===== src/hw/rtl/sem_pkg.sv =====
package sem_pkg;

  // Field and register widths
  localparam int unsigned PIX_W      = 8;
  localparam int unsigned FW_W       = 13;
  localparam int unsigned FH_W       = 16;
  localparam int unsigned ROW_W      = 17;
  localparam int unsigned GRAD_W     = 10;
  localparam int unsigned SUM_W      = 21;
  localparam int unsigned CFG_IDX_W  = 1;
  localparam int unsigned CFG_DATA_W = 16;

  // Root input range: sums at or above 2**ROOT_IN_W clamp to EDGE_MAX
  localparam int unsigned ROOT_IN_W  = 16;

  // Configuration register indexes
  typedef enum logic [CFG_IDX_W-1:0] {
    REG_FRAME_WIDTH  = 1'b0,
    REG_FRAME_HEIGHT = 1'b1
  } cfg_reg_e;

  localparam logic [FW_W-1:0]  FRAME_WIDTH_RST  = 13'd640;
  localparam logic [FH_W-1:0]  FRAME_HEIGHT_RST = 16'd480;
  localparam logic [PIX_W-1:0] EDGE_MAX         = 8'd255;

  typedef logic [PIX_W-1:0] pix_t;

  // Request and response of the root unit
  typedef struct packed {
    logic             start;
    logic [SUM_W-1:0] sum;
  } root_req_t;

  typedef struct packed {
    logic done;
    pix_t value;
  } root_rsp_t;

endpackage


===== src/hw/rtl/sem_isqrt.sv =====
module sem_isqrt (
  input  logic                clk_i,
  input  logic                rst_ni,
  input  sem_pkg::root_req_t  req_i,
  output sem_pkg::root_rsp_t  rsp_o
);

  localparam int unsigned RW = sem_pkg::ROOT_IN_W + 1;

  logic [RW-1:0]       rem_q;
  logic [RW-1:0]       root_q;
  logic [1:0]          cnt_q;
  logic                busy_q;
  logic                done_q;
  sem_pkg::pix_t       value_q;

  logic [4:0]          shift_a;
  logic [RW-1:0]       bit_a;
  logic [RW-1:0]       bit_b;
  logic [2*RW-1:0]     step1;
  logic [2*RW-1:0]     step2;

  // One digit of the restoring square root: returns {remainder, root}
  function automatic logic [2*RW-1:0] root_step(input logic [RW-1:0] rem,
                                                input logic [RW-1:0] root,
                                                input logic [RW-1:0] bitv);
    logic [RW-1:0] trial;
    begin
      trial = root + bitv;
      if (rem >= trial) begin
        root_step = {rem - trial, (root >> 1) + bitv};
      end else begin
        root_step = {rem, root >> 1};
      end
    end
  endfunction

  // Two digits per cycle, bit weights 4**7 down to 4**0
  assign shift_a = 5'd14 - {1'b0, cnt_q, 2'b00};
  assign bit_a   = RW'(1) << shift_a;
  assign bit_b   = bit_a >> 2;
  assign step1   = root_step(rem_q, root_q, bit_a);
  assign step2   = root_step(step1[2*RW-1:RW], step1[RW-1:0], bit_b);

  // Clamp large sums at once, otherwise iterate down to the last digit pair
  always_ff @(posedge clk_i or negedge rst_ni) begin
    if (!rst_ni) begin
      busy_q <= 1'b0;
      done_q <= 1'b0;
      cnt_q  <= '0;
    end else begin
      done_q <= 1'b0;
      if (req_i.start) begin
        cnt_q <= '0;
        if (req_i.sum[sem_pkg::SUM_W-1:sem_pkg::ROOT_IN_W] != '0) begin
          busy_q <= 1'b0;
          done_q <= 1'b1;
        end else begin
          busy_q <= 1'b1;
        end
      end else if (busy_q) begin
        cnt_q <= cnt_q + 2'd1;
        if (cnt_q == 2'd3) begin
          busy_q <= 1'b0;
          done_q <= 1'b1;
        end
      end
    end
  end

  // Hold remainder, partial root and result
  always_ff @(posedge clk_i) begin
    if (req_i.start) begin
      rem_q  <= {1'b0, req_i.sum[sem_pkg::ROOT_IN_W-1:0]};
      root_q <= '0;
      if (req_i.sum[sem_pkg::SUM_W-1:sem_pkg::ROOT_IN_W] != '0) begin
        value_q <= sem_pkg::EDGE_MAX;
      end
    end else if (busy_q) begin
      rem_q  <= step2[2*RW-1:RW];
      root_q <= step2[RW-1:0];
      if (cnt_q == 2'd3) begin
        value_q <= step2[sem_pkg::PIX_W-1:0];
      end
    end
  end

  assign rsp_o.done  = done_q;
  assign rsp_o.value = value_q;

endmodule


===== config.mk =====
export PLATFORM = sky130hd
export DESIGN_NAME = sem_isqrt
export DESIGN_NICKNAME = d
export VERILOG_FILES = /design/src/hw/rtl/sem_pkg.sv /design/src/hw/rtl/sem_isqrt.sv
export SDC_FILE = /design/constraint.sdc
export NUM_CORES = 1
export LEC_CHECK = 0
export BUFFER_PORTS_ARGS = -buffer_cell sky130_fd_sc_hd__buf_2
export CAP_MARGIN = 20
export CELL_PAD_IN_SITES_DETAIL_PLACEMENT = 2
export CELL_PAD_IN_SITES_GLOBAL_PLACEMENT = 2
export CORE_ASPECT_RATIO = 1.75
export CORE_MARGIN = 2
export CORE_UTILIZATION = 30
export CTS_BUF_LIST = sky130_fd_sc_hd__clkbuf_8
export DETAILED_ROUTE_END_ITERATION = 8
export GPL_TIMING_DRIVEN = 0
export PLACE_DENSITY = 0.73
export SYNTH_ARGS = -nofsm -noshare
export SYNTH_HDL_FRONTEND = slang
export SYNTH_SLANG_ARGS = --single-unit

===== constraint.sdc =====
create_clock -name clk_i -period 9.77 [get_ports clk_i]
set_input_delay 0.977 -clock clk_i [delete_from_list [all_inputs] [get_ports clk_i]]
set_output_delay 0.977 -clock clk_i [all_outputs]
set_load 0.1 [all_outputs]

# ---- After elaboration in Yosys (flattened, before gate mapping)
# Index checks and enable logic that the tools add are counted.
dict set report classes {
  addsub 8
  n_lt_le_gt_ge 2
  n_shift 1
  n_reduce_logical 4
  n_eq_ne 2
  n_mux 18
}
# cell count
set op_table {}
lappend op_table {{$mux W34} 2}
lappend op_table {{$ge A17 B17 Y1} 2}
lappend op_table {{$sub A17 B17 Y17} 2}
lappend op_table {{$mux W16} 2}
lappend op_table {{$mux W8} 4}
lappend op_table {{$add A16 B15 Y17} 1}
lappend op_table {{$add A16 B17 Y17} 1}
lappend op_table {{$add A17 B15 Y17} 1}
lappend op_table {{$add A17 B17 Y17} 1}
lappend op_table {{$shl A1 B5 Y17 const A} 1}
lappend op_table {{$mux W1} 8}
lappend op_table {{$reduce_bool A5 Y1} 1}
lappend op_table {{$sub A4 B4 Y5 const A} 1}
lappend op_table {{$mux W2} 2}
lappend op_table {{$reduce_bool A2 Y1} 2}
lappend op_table {{$reduce_and A3 Y1} 1}
lappend op_table {{$add A2 B1 Y2 const B} 1}
lappend op_table {{$eq A2 B2 Y1 const B} 1}
lappend op_table {{$ne A2 B1 Y1 const B} 1}
dict set report totals {
  elab_cells 42
  in_bits 24
  reg_bits 46
  out_inout_bits 9
}

# ---- Depth between registers and ports, before layout
dict set report logic_depth {
  depth_word 11
  depth_mapped 37
}

# ---- Worst setup path after synthesis
# Ideal clock, no wire load.
dict set report synth_timing {
  path_type {flip-flop to flip-flop}
  startpoint {register cnt_q[0]}
  endpoint {register value_q[4] (data pin)}
  required_time_ps 9508
  period_less_slack_ps 7445
  path_stages_with_launch 35
  t_arrival_ps 7183
  path_buffers 3
  setup_slack_ps 2325
  cell_sequence {dfrtp_1 ha_1 ha_1 clkbuf_1 and4_1 nor2b_1 o21ai_0 o21ai_0 nor2b_1 a32o_1 nand3_1 xor2_1 ha_1 and2_4 a311o_1 a21o_1 a21oi_2 buf_4 a21oi_1 xor2_1 ha_1 nand2_1 or3_1 a31oi_1 xor2_1 ha_1 nand4_1 or4b_2 o21ai_0 a21oi_1 o31ai_2 buf_2 nand4_1 xnor2_1 or2_2}
}
dict set report synth_via {
  elab_chain_len 11
  word_cells_on_any_way 14
}
# element line
set synth_lines {}
lappend synth_lines {{start: declaration} sem_isqrt.sv:12} ;# logic [1:0] cnt_q;
lappend synth_lines {{start signal: assignment} sem_isqrt.sv:62} ;# cnt_q <= cnt_q + 2'd1;
lappend synth_lines {{$sub A4 B4 Y5 (*)} sem_isqrt.sv:39} ;# assign shift_a = 5'd14 - {1'b0, cnt_q, 2'b00};
lappend synth_lines {{$shl A1 B5 Y17 (*)} sem_isqrt.sv:40} ;# assign bit_a = RW'(1) << shift_a;
lappend synth_lines {{$add A17 B17 Y17} sem_isqrt.sv:29} ;# trial = root + bitv;
lappend synth_lines {{$ge A17 B17 Y1} sem_isqrt.sv:30} ;# if (rem >= trial) begin
lappend synth_lines {{$mux W34} sem_isqrt.sv:30}
lappend synth_lines {{$add A17 B15 Y17} sem_isqrt.sv:29}
lappend synth_lines {{$ge A17 B17 Y1} sem_isqrt.sv:30}
lappend synth_lines {{$mux W34 (*)} sem_isqrt.sv:30}
lappend synth_lines {{$mux W8 (*)} sem_isqrt.sv:82} ;# if (cnt_q == 2'd3) begin
lappend synth_lines {{$mux W8 (*)} sem_isqrt.sv:79} ;# end else if (busy_q) begin
lappend synth_lines {{$mux W8 (*)} sem_isqrt.sv:73} ;# if (req_i.start) begin
lappend synth_lines {{end signal: assignment} sem_isqrt.sv:77} ;# value_q <= sem_pkg::EDGE_MAX;
lappend synth_lines {{end signal: assignment} sem_isqrt.sv:83} ;# value_q <= step2[sem_pkg::PIX_W-1:0];
lappend synth_lines {{end: declaration} sem_isqrt.sv:15} ;# sem_pkg::pix_t value_q;
# Mark *: on every way between the ends. The rest lies on a longest branch, timed or not. The select of a mux whose other input is x is not followed.
# A chain may end at the register's enable or synchronous reset.

# ---- Final worst setup path
# Ends and elaborated chain as after synthesis.

==> metrics.txt <==
outcome=finished, final reports clean; CORE AREA=~19000 µm²; Syn. warnings=0; PD cells=approximately 390 nW/µm²; clock slew at reported path FFs=around 0.10 ns; Min Hold Slack=between 0.4 and 0.5 ns; Post-Route WL=between 20 and 25 mm; via count=5929; compound-cell area share of the yosys netlist=approximately a quarter; row count=67; CTS Buf Count=5; Critical Path Fanout Max=10; fin crit share=between 90% and 100%; initial antenna violation count=0; die area=approximately 21000 µm²; vias in the first global route=between 6000 and 7000; CP arrival=about 9.3 ns; Synth Area in Simple Gates=a little under a quarter; worst min-delay path category=in -> async; Clock Skew=0.01233 ns; Required @ worst endpoint=roughly 10 ns; commonest non-fill, non-tap cell in the layout=nand2_1; maxcap violations=0; FF-to-FF setup slack=0.55 ns; main combinational cell family by area after synthesis=compound AO/OA/AOI/OAI gates; Die H=about 190 µm; CP Capture Type=flop; Post-Synth XOR/XNOR Area=11.15%; Nets=853; P&R area growth vs syn=10.80%; Synthesized Nets=~810; Top FF cell, synth=edfxtp_1; # fillers=between 2000 and 2500; post-DP HPWL=19.67 mm; total gr overflow=0; Reg2Reg Depth=33; R2R Path End=value_q[4]; I/O Pins=33; drt wl/cell=roughly 24 µm; Adder-Cell Fraction of Synth Area=approximately an eighth; Seq/Total Area, Yosys=between 20% and 30%; Final Max Slew Viols=0; Max Clock Freq=108.5 MHz; area occupied by multi-input gates=about 4400 µm²; CP delay by family, top=compound AO/OA/AOI/OAI gates; Initial DRC Count=about 200; setup repair bufs after CTS=0; Critical Path Start Type=flop; Die Wd=~110 µm; commonest non-fill, non-tap cells in the layout=71 x nand2_1, 57 x nor2_1, 50 x ha_1; r2r startpoint=cnt_q[0]; clock latency on the worst-skew pair=between 0.3 and 0.4 ns; CP Launch Point=cnt_q[0]; drt pass-1 iters=5; CTS Hold Bufs=0; Yosys cell types=84; CP Class=reg -> reg; ratio of cells with drive above 1 in the final layout=a little under an eighth; Residual DRC=0; average size of a mapped cell=7.911 µm²; static leakage=about 2.3 nW; GRT Overall Usage=24.29%; Ant. Diodes=0; Seq. cell area=between 1000 and 1500 µm²; CTS tree=built; post-layout util=between 30% and 40%; crit path buf inv count=3; maximum vdd drop=0.2369 mV; post-synthesis cell area=5814 µm²; post-route ant nets=0; clock buffer depth=2; crit path time final=9.221 ns; Sink Count=46; Slew HR=31.00%; number of flops mapped to enable cells by yosys=24; Seq cells post-synth=46; Post-synth ARST share=between 8 and 9%; number of I/O port buffers=32; Clock H-tree levels=2; clk root buf=clkbuf_8; most frequent cell on the critical path=o21ai_0; GP Congestion=0.9143; measured slew at the worst slew-check pin=between 1 and 1.5 ns; CTS resizes=4; mux cell area share after synthesis=2.303%; Total Power=roughly 2.5 mW; cell count after synthesis=around 740; CP peak stage delay=~0.75 ns; Initial Utilization=between 30% and 40%; post-route setup TNS=0 ns; final setup violation count=0; first-pass GRT wire length=between 30 and 40 mm; CP max-delay cell=or4b_2; RSZ-0062 raised after global routing=no; largest net degree at the start of global routing=17; Final Hold Vio Count=0; Via density=approximately 5.8
final cells by class:
type	instances	area share (%)
multi-input combinational	620	68.29
sequential	46	18.33
tap	241	4.681
buffer	37	2.758
timing repair buffer	34	2.719
inverter	31	1.806
clock buffer	5	1.068
clock inverter	3	0.3496
metal layers:
layer | vias up | wire length, µm | share of wire, % | GRT usage (%)
met1 | 2964 | 9216 | 38 | 25.98
li1 | 2782 | - | - | -
met4 | 0 | 1232 | 5.0 | 13.00
met2 | 137 | 13450 | 55 | 45.89
met5 | - | 0 | 0 | 0
met3 | 46 | 515 | 2.1 | 1.460
cell families after synthesis:
| kind of cell | Yosys count |
|---|---|
| simple gates | 262 |
| compound gates | 217 |
| xor+xnor | 74 |
| buf+inv | 69 |
| fa+ha+maj | 54 |
| flops | 46 |
| mux | 13 |
cell usage after synthesis (4+ instances only):
library cell  count  area, µm²
nand2_1          71      266.5
nor2_1           58      217.7
ha_1             52      650.6
xnor2_1          49      429.2
a21oi_1          40      200.2
o21ai_0          37      185.2
inv_1            31      116.4
nand3_1          27      135.1
clkbuf_1         26      97.59
xor2_1           25      219.0
edfxtp_1         24      720.7
o21a_1           22      165.2
dfxtp_1          18      360.4
o211ai_1         15      112.6
nand4_1          14      87.58
a21o_1           12      90.09
and3_1           12      75.07
nor2b_1          12      75.07
nor3_1           12      60.06
and2_1           11      68.82
a31oi_1          10      62.56
mux2i_1          10      100.1
o31ai_1           8      60.06
a211oi_1          7      52.55
nand2b_1          7      43.79
or3_1             7      43.79
buf_2             6      30.03
a21boi_0          5      37.54
or2_2             5      31.28
or4_1             5      37.54
a2bb2oi_1         4      35.03
buf_4             4      30.03
dfrtp_1           4      100.1
nor3b_1           4      30.03
o21ai_1           4      20.02
o22ai_1           4      25.02
o311ai_0          4      35.03
worst max-delay path by stage:
stage                 endpoint  cells past startpoint  slack, ns
global route        value_q[5]                     34       0.05
finish              value_q[4]                     33       0.55
global placement     rem_q[12]                     32       0.12
detailed placement   rem_q[12]                     32      -0.22
CTS                  rem_q[12]                     32       0.05
floorplan           value_q[4]                     34       2.32
registers in the layout, indices dropped and copies added (netlist names):
name     count
done_q       1
root_q      17
value_q      8
busy_q       1
rem_q       17
cnt_q        2
power breakdown:
group / total (mW) / internal, mW / switching [mW]
combinational: 2.10 / 0.751 / 1.35
clock: 0.139 / 0.0518 / 0.0872
sequential: 0.301 / 0.273 / 0.0275
metrics by stage:
step / setup WS, ns / instance area (µm²) / cells
3_3_place_gp: 0.1198 / 6276 / 1008
5_1_grt: 0.04949 / 6442 / 1017
2_1_floorplan: 2.325 / 5814 / 735
3_5_place_dp: -0.2171 / 6284 / 1009
6_report: 0.5492 / 6442 / 1017
4_1_cts: 0.04655 / 6387 / 1017
No activity file was read; power rests on OpenSTA's default activity.
